==> config.mk <==
export PLATFORM = sky130hd
export DESIGN_NAME = tuple_record_field_deframer_top
export DESIGN_NICKNAME = d
export VERILOG_FILES = /design/src/rtl/core/tfd_pkg.sv /design/src/rtl/core/tfd_front.sv /design/src/rtl/core/tfd_queue.sv /design/src/rtl/core/tfd_back.sv /design/src/rtl/core/tuple_record_field_deframer_top.sv
export SDC_FILE = /design/constraint.sdc
export NUM_CORES = 2
export LEC_CHECK = 0
export BUFFER_PORTS_ARGS = -buffer_cell sky130_fd_sc_hd__buf_2
export CAP_MARGIN = 10
export CORE_UTILIZATION = 45
export DETAILED_ROUTE_END_ITERATION = 8
export PLACE_DENSITY = 0.63
export SETUP_SLACK_MARGIN = 0.4
export SLEW_MARGIN = 20
export SYNTH_ARGS = -nofsm -noshare
export SYNTH_HDL_FRONTEND = slang
export SYNTH_SLANG_ARGS = --single-unit
==> constraint.sdc <==
create_clock -name clk -period 21.4 [get_ports clk]
set_clock_uncertainty 0.1 [all_clocks]
set_input_delay 2.14 -clock clk [delete_from_list [all_inputs] [get_ports clk]]
set_output_delay 2.14 -clock clk [all_outputs]
set_load 0.01 [all_outputs]
==> src/rtl/core/tfd_pkg.sv <==
package tfd_pkg;

  localparam int unsigned COUNT_BYTES   = 4;
  localparam int unsigned LEB_MAX_BYTES = 5;
  localparam int unsigned QUEUE_DEPTH   = 4;

  localparam int unsigned IN_TDATA_W  = 40;
  localparam int unsigned OUT_TDATA_W = 80;

  typedef enum logic [2:0] {
    PH_IDLE,
    PH_COUNT,
    PH_LEN,
    PH_DATA,
    PH_DONE,
    PH_ERROR
  } phase_t;

  typedef enum logic [1:0] {
    KIND_HEADER,
    KIND_DATA,
    KIND_DONE,
    KIND_ERROR
  } kind_t;

  typedef struct packed {
    kind_t       kind;
    logic [7:0]  data_byte;
    logic [31:0] field_index;
    logic [31:0] field_length;
    logic        field_end;
    logic        last_in_step;
  } res_t;

  // Up to two results leave the parser for one input item.
  typedef struct packed {
    logic va;
    logic vb;
    res_t a;
    res_t b;
  } push_t;

endpackage

==> src/rtl/core/tfd_front.sv <==
module tfd_front
  import tfd_pkg::*;
(
  input  logic        clk,
  input  logic        rst_n,
  input  logic        in_valid,
  input  logic        in_ready,
  input  logic [7:0]  byte_value,
  input  logic        first_byte,
  input  logic [31:0] record_length,
  output push_t       push
);

  phase_t      phase_r, phase_nxt;
  logic [31:0] bytes_left_r, bytes_left_nxt;
  logic [1:0]  cbn_r, cbn_nxt;
  logic [31:0] fields_left_r, fields_left_nxt;
  logic [31:0] cur_field_r, cur_field_nxt;
  logic [31:0] accum_r, accum_nxt;
  logic [2:0]  lbn_r, lbn_nxt;
  logic [31:0] data_left_r, data_left_nxt;

  phase_t      ph;
  logic [31:0] bl, fl, cur, acc, dl;
  logic [1:0]  cbn;
  logic [2:0]  lbn;
  logic [31:0] fl_or, acc_or;
  logic        accept;
  logic        ra_v, rb_v;
  res_t        ra, rb;

  function automatic res_t mk_res(kind_t k, logic [7:0] d, logic [31:0] idx,
                                  logic [31:0] len, logic fe);
    res_t r;
    r.kind         = k;
    r.data_byte    = d;
    r.field_index  = idx;
    r.field_length = len;
    r.field_end    = fe;
    r.last_in_step = 1'b0;
    return r;
  endfunction

  function automatic logic [4:0] leb_shift(logic [2:0] n);
    logic [4:0] s;
    case (n)
      3'd0:    s = 5'd0;
      3'd1:    s = 5'd7;
      3'd2:    s = 5'd14;
      3'd3:    s = 5'd21;
      3'd4:    s = 5'd28;
      default: s = 5'd0;
    endcase
    return s;
  endfunction

  assign accept = in_valid & in_ready;

  always_ff @(posedge clk) begin
    if (!rst_n) begin
      phase_r       <= PH_IDLE;
      bytes_left_r  <= '0;
      cbn_r         <= '0;
      fields_left_r <= '0;
      cur_field_r   <= '0;
      accum_r       <= '0;
      lbn_r         <= '0;
      data_left_r   <= '0;
    end else if (accept) begin
      phase_r       <= phase_nxt;
      bytes_left_r  <= bytes_left_nxt;
      cbn_r         <= cbn_nxt;
      fields_left_r <= fields_left_nxt;
      cur_field_r   <= cur_field_nxt;
      accum_r       <= accum_nxt;
      lbn_r         <= lbn_nxt;
      data_left_r   <= data_left_nxt;
    end
  end

  always_comb begin
    // A first byte restarts the parser from a clean state.
    ph  = first_byte ? PH_COUNT : phase_r;
    bl  = first_byte ? record_length : bytes_left_r;
    cbn = first_byte ? 2'd0 : cbn_r;
    fl  = first_byte ? 32'd0 : fields_left_r;
    cur = first_byte ? 32'd0 : cur_field_r;
    acc = first_byte ? 32'd0 : accum_r;
    lbn = first_byte ? 3'd0 : lbn_r;
    dl  = first_byte ? 32'd0 : data_left_r;

    fl_or  = fl | ({24'd0, byte_value} << {cbn, 3'b000});
    acc_or = acc | ({25'd0, byte_value[6:0]} << leb_shift(lbn));

    phase_nxt       = ph;
    bytes_left_nxt  = bl;
    cbn_nxt         = cbn;
    fields_left_nxt = fl;
    cur_field_nxt   = cur;
    accum_nxt       = acc;
    lbn_nxt         = lbn;
    data_left_nxt   = dl;

    ra_v = 1'b0;
    rb_v = 1'b0;
    ra   = '0;
    rb   = '0;

    if (ph == PH_COUNT || ph == PH_LEN || ph == PH_DATA) begin
      if (bl == 32'd0) begin
        ra_v      = 1'b1;
        ra        = mk_res(KIND_ERROR, 8'd0, cur, 32'd0, 1'b0);
        phase_nxt = PH_ERROR;
      end else begin
        bytes_left_nxt = bl - 32'd1;
        case (ph)
          PH_COUNT: begin
            fields_left_nxt = fl_or;
            if (cbn == 2'(COUNT_BYTES - 1)) begin
              if (fl_or == 32'd0) begin
                ra_v      = 1'b1;
                ra        = mk_res(KIND_DONE, 8'd0, cur, 32'd0, 1'b0);
                phase_nxt = PH_DONE;
              end else begin
                phase_nxt = PH_LEN;
                accum_nxt = '0;
                lbn_nxt   = '0;
              end
            end else begin
              cbn_nxt = cbn + 2'd1;
            end
          end
          PH_LEN: begin
            accum_nxt = acc_or;
            if (byte_value[7]) begin
              if (lbn >= 3'(LEB_MAX_BYTES - 1)) begin
                ra_v      = 1'b1;
                ra        = mk_res(KIND_ERROR, 8'd0, cur, 32'd0, 1'b0);
                phase_nxt = PH_ERROR;
              end else begin
                lbn_nxt = lbn + 3'd1;
              end
            end else if (acc_or >= bl) begin
              // The field would run past the bytes left after this one.
              ra_v      = 1'b1;
              ra        = mk_res(KIND_ERROR, 8'd0, cur, 32'd0, 1'b0);
              phase_nxt = PH_ERROR;
            end else begin
              ra_v          = 1'b1;
              ra            = mk_res(KIND_HEADER, 8'd0, cur, acc_or, 1'b0);
              data_left_nxt = acc_or;
              if (acc_or == 32'd0) begin
                cur_field_nxt   = cur + 32'd1;
                fields_left_nxt = fl - 32'd1;
                if (fl == 32'd1) begin
                  rb_v      = 1'b1;
                  rb        = mk_res(KIND_DONE, 8'd0, cur + 32'd1, 32'd0, 1'b0);
                  phase_nxt = PH_DONE;
                end else begin
                  phase_nxt = PH_LEN;
                  accum_nxt = '0;
                  lbn_nxt   = '0;
                end
              end else begin
                phase_nxt = PH_DATA;
              end
            end
          end
          PH_DATA: begin
            data_left_nxt = dl - 32'd1;
            ra_v          = 1'b1;
            ra            = mk_res(KIND_DATA, byte_value, cur, acc, dl == 32'd1);
            if (dl == 32'd1) begin
              cur_field_nxt   = cur + 32'd1;
              fields_left_nxt = fl - 32'd1;
              if (fl == 32'd1) begin
                rb_v      = 1'b1;
                rb        = mk_res(KIND_DONE, 8'd0, cur + 32'd1, 32'd0, 1'b0);
                phase_nxt = PH_DONE;
              end else begin
                phase_nxt = PH_LEN;
                accum_nxt = '0;
                lbn_nxt   = '0;
              end
            end
          end
          default: ;
        endcase

        // The record ran out while fields are still open.
        if ((phase_nxt == PH_COUNT || phase_nxt == PH_LEN || phase_nxt == PH_DATA) &&
            bl == 32'd1) begin
          phase_nxt = PH_ERROR;
          if (ra_v) begin
            rb_v = 1'b1;
            rb   = mk_res(KIND_ERROR, 8'd0, cur_field_nxt, 32'd0, 1'b0);
          end else begin
            ra_v = 1'b1;
            ra   = mk_res(KIND_ERROR, 8'd0, cur_field_nxt, 32'd0, 1'b0);
          end
        end
      end
    end

    ra.last_in_step = ~rb_v;
    rb.last_in_step = 1'b1;

    push.va = accept & ra_v;
    push.vb = accept & rb_v;
    push.a  = ra;
    push.b  = rb;
  end

endmodule

==> src/rtl/core/tfd_queue.sv <==
module tfd_queue
  import tfd_pkg::*;
#(
  parameter int unsigned DEPTH = QUEUE_DEPTH
) (
  input  logic  clk,
  input  logic  rst_n,
  input  push_t push,
  output logic  room,
  output logic  head_valid,
  output res_t  head,
  input  logic  pop
);

  localparam int unsigned PTR_W = (DEPTH > 1) ? $clog2(DEPTH) : 1;
  localparam int unsigned CNT_W = $clog2(DEPTH + 1);
  localparam logic [PTR_W-1:0] LAST_PTR = PTR_W'(DEPTH - 1);

  res_t             mem [DEPTH];
  logic [PTR_W-1:0] wr_ptr_r, wr_ptr_nxt;
  logic [PTR_W-1:0] rd_ptr_r, rd_ptr_nxt;
  logic [CNT_W-1:0] cnt_r, cnt_nxt;
  logic [PTR_W-1:0] wr_ptr_p1;

  function automatic logic [PTR_W-1:0] inc_ptr(logic [PTR_W-1:0] p);
    return (p == LAST_PTR) ? '0 : p + PTR_W'(1);
  endfunction

  assign wr_ptr_p1  = inc_ptr(wr_ptr_r);
  assign room       = cnt_r <= CNT_W'(DEPTH - 2);
  assign head_valid = cnt_r != '0;
  assign head       = mem[rd_ptr_r];

  always_comb begin
    wr_ptr_nxt = wr_ptr_r;
    if (push.va && push.vb) begin
      wr_ptr_nxt = inc_ptr(wr_ptr_p1);
    end else if (push.va) begin
      wr_ptr_nxt = wr_ptr_p1;
    end
    rd_ptr_nxt = pop ? inc_ptr(rd_ptr_r) : rd_ptr_r;
    cnt_nxt    = cnt_r + CNT_W'(push.va) + CNT_W'(push.vb) - CNT_W'(pop);
  end

  always_ff @(posedge clk) begin
    if (!rst_n) begin
      wr_ptr_r <= '0;
      rd_ptr_r <= '0;
      cnt_r    <= '0;
    end else begin
      wr_ptr_r <= wr_ptr_nxt;
      rd_ptr_r <= rd_ptr_nxt;
      cnt_r    <= cnt_nxt;
    end
  end

  always_ff @(posedge clk) begin
    if (push.va) begin
      mem[wr_ptr_r] <= push.a;
    end
    if (push.vb) begin
      mem[wr_ptr_p1] <= push.b;
    end
  end

endmodule

==> src/rtl/core/tfd_back.sv <==
module tfd_back
  import tfd_pkg::*;
(
  input  logic clk,
  input  logic rst_n,
  input  logic head_valid,
  input  res_t head,
  output logic pop,
  output logic out_valid,
  input  logic out_ready,
  output res_t out_res
);

  logic out_valid_r, out_valid_nxt;
  res_t out_res_r;

  assign pop           = head_valid & (~out_valid_r | out_ready);
  assign out_valid_nxt = pop | (out_valid_r & ~out_ready);

  always_ff @(posedge clk) begin
    if (!rst_n) begin
      out_valid_r <= 1'b0;
    end else begin
      out_valid_r <= out_valid_nxt;
    end
  end

  always_ff @(posedge clk) begin
    if (pop) begin
      out_res_r <= head;
    end
  end

  assign out_valid = out_valid_r;
  assign out_res   = out_res_r;

endmodule

==> src/rtl/core/tuple_record_field_deframer_top.sv <==
// Record field deframer.
// The in_ channel takes one record byte per item; in_tuser marks the first
// byte of a record, which restarts parsing and carries the total record length.
// The out_ channel gives one result per item: a field header, a data byte,
// a record-done marker or a format error (kind in out_tuser). out_tlast marks
// the last result caused by one input byte.
// A result passes through the result queue and the output register once its
// byte is accepted. Throughput: one byte per cycle while each byte gives at
// most one result and out_tready stays high; a byte that gives two results
// (header or last data byte followed by done or error) writes both at once.
// The parser decodes each byte combinationally; a four-entry result queue
// and an output register sit behind it, so in_tready drops only when the
// queue cannot take two more results.
// Reset (rst_n low, synchronous) empties the queue, drops out_tvalid and
// returns the parser to idle, where bytes are dropped until a first byte.
// When the receiver stalls, the output holds and the queue fills; input
// stalls once it is nearly full.
module tuple_record_field_deframer_top
  import tfd_pkg::*;
#(
  parameter int unsigned QDEPTH = QUEUE_DEPTH
) (
  input  logic                   clk,
  input  logic                   rst_n,
  input  logic                   in_tvalid,
  output logic                   in_tready,
  // [7:0] byte_value, [39:8] record_length
  input  logic [IN_TDATA_W-1:0]  in_tdata,
  // [0] first_byte
  input  logic                   in_tuser,
  output logic                   out_tvalid,
  input  logic                   out_tready,
  // [7:0] data_byte, [39:8] field_index, [71:40] field_length, [72] field_end,
  // [79:73] zero
  output logic [OUT_TDATA_W-1:0] out_tdata,
  // [1:0] kind
  output logic [1:0]             out_tuser,
  output logic                   out_tlast
);

  push_t push;
  logic  room;
  logic  head_valid;
  res_t  head;
  logic  pop;
  res_t  out_res;

  assign in_tready = room;

  tfd_front u_front (
    .clk          (clk),
    .rst_n        (rst_n),
    .in_valid     (in_tvalid),
    .in_ready     (room),
    .byte_value   (in_tdata[7:0]),
    .first_byte   (in_tuser),
    .record_length(in_tdata[39:8]),
    .push         (push)
  );

  tfd_queue #(
    .DEPTH(QDEPTH)
  ) u_queue (
    .clk       (clk),
    .rst_n     (rst_n),
    .push      (push),
    .room      (room),
    .head_valid(head_valid),
    .head      (head),
    .pop       (pop)
  );

  tfd_back u_back (
    .clk       (clk),
    .rst_n     (rst_n),
    .head_valid(head_valid),
    .head      (head),
    .pop       (pop),
    .out_valid (out_tvalid),
    .out_ready (out_tready),
    .out_res   (out_res)
  );

  assign out_tdata = {7'd0, out_res.field_end, out_res.field_length,
                      out_res.field_index, out_res.data_byte};
  assign out_tuser = out_res.kind;
  assign out_tlast = out_res.last_in_step;

endmodule

==> flow_summary.rst <==
.. list-table::
   :header-rows: 1

   * - Metric
     - Value
   * - Count of yosys warnings during synthesis
     - 0
   * - Synthesized area divided by synthesized cell count
     - 9.50 sq um
   * - Max_slew headroom
     - 22.8%
   * - Instance count on the critical path
     - 23
   * - Slowest cell on the critical path
     - sky130_fd_sc_hd__a21boi_2
   * - Final period util
     - 48.2%
   * - Share of cells above drive strength 1
     - 13.5%
   * - Post-synthesis sequential area ratio
     - 43.4%
   * - Final HPWL from detailed placement
     - 71.4 mm
   * - Status
     - complete, no violations
   * - Count of cells along the worst hold path
     - 2
   * - Horiz. Die Dim
     - 262 um
   * - Biggest cell delay along the critical path
     - 0.92 ns
   * - Most common flop cell mapped by yosys
     - sky130_fd_sc_hd__dfxtp_1
   * - Number of gates resized after CTS
     - 0
   * - Hold Path Class
     - reg -> reg
   * - Count of antenna-violating nets left after detailed routing
     - 0
   * - Maximum level of the CTS H-tree
     - 2
   * - Number of clock sinks
     - 556
   * - Instance area at placement
     - 0.0315 sq mm
   * - Required time of the critical path
     - 21.74 ns
   * - Startpoint types
     - input port
   * - Final slew viol count
     - 0
   * - Setup TNS after final layout
     - 0 ns
   * - I/O Pins
     - 130
   * - Final hold viol count
     - 0
   * - TritonCTS clock tree
     - built
   * - Wirelength per Cell
     - 26.3 um
   * - Final count of negative-setup-slack endpoints
     - 0
   * - Vias after detailed routing
     - 27670
   * - Critical path's top delay family
     - compound AO/OA/AOI/OAI gates
   * - Standby leakage power
     - 0.0115 uW
   * - Maximum clock insertion buffer count
     - 3
   * - Final GP Congestion
     - 0.951
   * - Crit Path Class
     - in -> reg
   * - Origin of the critical flop-to-flop path
     - u_front.lbn_r[0]
   * - Initial antenna violation count
     - 4
   * - Peak supply drop
     - 70.2 uV
   * - Number of enable-type register cells in the synthesized netlist
     - 212
   * - Overflow left after global routing
     - 0
   * - Die height
     - 262 um
   * - Initial core utilization
     - 45.5%
   * - R2r worst-path depth
     - 21
   * - Pin count of the biggest net entering global routing
     - 86
   * - Root buffer cell
     - sky130_fd_sc_hd__clkbuf_16
   * - Post-CTS setup-driven buffer insertion count
     - 0
   * - Number of buffers added by the clock tree synthesis step
     - 60
   * - Flip-flop and latch count after synthesis
     - 556
   * - Cell chain of the critical path
     - buf_6, clkinv_2, buf_4, nand2_1, ha_1, and3b_1, o211ai_1, o41ai_2, ha_1, nand4_1, nor4_1, o311ai_0, a31oi_1, or3_1, buf_4, nand4bb_1, buf_4, a211o_1, o21ai_2, a21boi_2, nand3_2, buf_4, o22ai_1
   * - Terminating pin of the worst hold path
     - u_front.bytes_left_r[8]
   * - First-pass GRT wire length
     - 163 mm
   * - Area enclosed by the die boundary
     - 0.0689 sq mm
   * - Number of standard-cell rows in the floorplan
     - 95
   * - Power Dens Cells
     - 91.9 mW/mm^2
   * - Hold Buf Count CTS
     - 0
   * - 1st-pass router iterations
     - 6
   * - Buffers added on ports
     - 122
   * - Total buffers and inverters traversed by the critical path
     - 6
   * - Clock slew at reported path FFs
     - 0.06 ns
   * - Hold Startpoint
     - u_front.bytes_left_r[8]
   * - Critical path fanouts, max
     - 55
   * - Drt via density
     - 6.72
   * - Core Box Area
     - 0.0672 sq mm
   * - Initial drt markers
     - 3320
   * - Number of max-cap violations
     - 0
   * - Pin slew with the least headroom to its limit
     - 1.15 ns
   * - Ys async rst share
     - 0%
   * - Wire length after detailed routing
     - 108 mm
   * - Combined global-route utilization of all metal layers
     - 30.4%
   * - RSZ-0062 raised after global routing
     - false
   * - Maximum clock rate
     - 0.0969 GHz
   * - FF-to-FF End
     - u_queue.mem[3][47]
   * - Cell repeated most along the worst path
     - sky130_fd_sc_hd__buf_4
   * - Data arrival time of the critical path
     - 10.66 ns
   * - Synth Instances
     - 3214
   * - Via count of the first global-routing pass
     - 26298
   * - Net count reported at finish
     - 3286
   * - Area growth from synthesis to layout
     - 9.95%
   * - Post-route design area
     - 0.0336 sq mm
   * - Clock latency on the worst-skew pair
     - 0.65 ns
   * - Register-to-Register Setup Slack
     - 12.99 ns
   * - Startpoint of the most critical setup path
     - in_tuser
   * - Unique cell type count in the Yosys netlist
     - 105
   * - Number of remaining DRC errors
     - 0
   * - Crit end category
     - flip-flop
   * - Cell area after synthesis
     - 0.0305 sq mm
   * - Post-route minimum period
     - 10.32 ns
through the flow:
| stage | setup slack, ns | util (%) | cells | power, uW | hold WS, ns |
|---|---|---|---|---|---|
| after CTS | 11.29 | 50.0 | 4115 | 3100 | 0.353 |
| after detailed placement | 10.64 | 46.8 | 4001 | 1990 | 0.344 |
| after global routing | 10.56 | 50.0 | 4116 | 3200 | 0.367 |
| after floorplan | 11.39 | - | 3220 | 1770 | 0.327 |
| final | 11.08 | 50.0 | 4117 | 3090 | 0.351 |
| after global placement | 10.68 | 46.8 | 4001 | 1990 | 0.336 |
cell usage in the layout (no fill, tap or decap), types with 55 or more instances in the layout:
master and n:
sky130_fd_sc_hd__dfxtp_1 342, sky130_fd_sc_hd__nand2_1 316, sky130_fd_sc_hd__a21oi_1 243, sky130_fd_sc_hd__nor2_1 241
sky130_fd_sc_hd__edfxtp_1 212, sky130_fd_sc_hd__o21ai_0 210, sky130_fd_sc_hd__o2bb2ai_1 144, sky130_fd_sc_hd__o22ai_1 129
sky130_fd_sc_hd__buf_2 121, sky130_fd_sc_hd__nor3_1 76, sky130_fd_sc_hd__nand3_1 76, sky130_fd_sc_hd__mux4_2 76
sky130_fd_sc_hd__a22oi_1 65, sky130_fd_sc_hd__clkbuf_16 60, sky130_fd_sc_hd__inv_1 55
power breakdown:
part           leakage (uW)  total, uW  switching (uW)  internal, uW
combinational       0.00561        696             444           252
clock               0.00102       1110             465           645
sequential          0.00483       1280            65.0          1220
state kept, by name, indices dropped and copies added, names as in the netlist:
signal,flops
u_back.out_res,76
u_queue.cnt_r,3
u_front.cur_field_r,32
u_front.lbn_r,3
u_back.out_valid,1
u_front.bytes_left_r,32
u_queue.wr_ptr_r,2
u_front.data_left_r,32
u_front.fields_left_r,32
u_queue.rd_ptr_r,2
u_front.phase_r,3
u_front.accum_r,32
u_queue.mem,304
u_front.cbn_r,2
area by class of cell:
cell class / instances / area, sq um
diodes: 2 / 5.00
clock buffers: 78 / 1610
clock inverters: 36 / 492
fillers: 6147 / 33600
inverters: 61 / 233
multi-input cells: 2336 / 15900
flip-flops and latches: 556 / 13300
well taps: 873 / 1090
repair buffers: 175 / 1010
worst reg2reg max path: cells and delay by family (launching register included):
kind	cells	cell delay (ns)
flops	1	0.88
simple gates	7	2.27
compound gates	8	2.87
fa+ha+maj	2	0.86
buf+inv	4	1.24
worst max path at each step:
stage	end	slack [ns]
finish	u_queue.mem[3][47]	11.08
global route	u_queue.mem[2][61]	10.56
CTS	u_queue.mem[3][47]	11.29
detailed placement	u_queue.mem[3][47]	10.64
global placement	u_queue.cnt_r[2]	10.68
floorplan	u_queue.cnt_r[2]	11.39
routing by layer:
layer | GRT usage (%) | wire (um) | vias to the layer above | share of wire [%]
li1 | - | - | 12198 | -
met1 | 42.4 | 45200 | 13531 | 42
met2 | 46.9 | 48400 | 1652 | 45
met3 | 5.58 | 10700 | 283 | 9.9
met4 | 11.5 | 3820 | 6 | 3.5
met5 | 0 | 28 | - | 0.026
kinds of logic (layout without fill, tap and decap cells):
family | Yosys count | count (layout) | share of synthesized area [%]
AO/OA/AOI/OAI | 1094 | 1094 | 24.2
XOR/XNOR | 60 | 60 | 1.72
adder cells (fa/ha/maj) | 51 | 51 | 2.14
buffers and inverters | 328 | 350 | 5.17
flip-flops | 556 | 556 | 43.4
multiplexers | 127 | 127 | 7.30
other | 1 | 9 | 0.0123
AND/OR/NAND/NOR | 997 | 997 | 16.0
synthesized netlist by cell type (15+ instances only):
cell                        count  area (sq um)
sky130_fd_sc_hd__a21o_1        16           120
sky130_fd_sc_hd__a21oi_1      243          1220
sky130_fd_sc_hd__a22o_1        36           315
sky130_fd_sc_hd__a22oi_1       65           488
sky130_fd_sc_hd__a31oi_1       28           175
sky130_fd_sc_hd__a32o_1        32           320
sky130_fd_sc_hd__and2_1        15          93.8
sky130_fd_sc_hd__and3_1        37           231
sky130_fd_sc_hd__buf_1         30           113
sky130_fd_sc_hd__buf_2         43           215
sky130_fd_sc_hd__buf_6         33           372
sky130_fd_sc_hd__clkbuf_1     149           559
sky130_fd_sc_hd__dfxtp_1      344          6890
sky130_fd_sc_hd__edfxtp_1     212          6370
sky130_fd_sc_hd__ha_1          49           613
sky130_fd_sc_hd__inv_1         56           210
sky130_fd_sc_hd__mux2i_1       45           450
sky130_fd_sc_hd__mux4_2        76          1710
sky130_fd_sc_hd__nand2_1      318          1190
sky130_fd_sc_hd__nand2b_1      17           106
sky130_fd_sc_hd__nand3_1       78           390
sky130_fd_sc_hd__nand4_1       30           188
sky130_fd_sc_hd__nor2_1       245           920
sky130_fd_sc_hd__nor2b_1       43           269
sky130_fd_sc_hd__nor3_1        76           380
sky130_fd_sc_hd__nor4_1        34           213
sky130_fd_sc_hd__o211ai_1      22           165
sky130_fd_sc_hd__o21a_1        16           120
sky130_fd_sc_hd__o21ai_0      210          1050
sky130_fd_sc_hd__o22ai_1      129           807
sky130_fd_sc_hd__o2bb2ai_1    144          1260
sky130_fd_sc_hd__o31ai_1       15           113
sky130_fd_sc_hd__or3_1         17           106
sky130_fd_sc_hd__xnor2_1       36           315
sky130_fd_sc_hd__xor2_1        24           210
Note: power is estimated with default switching activity, not from simulation.
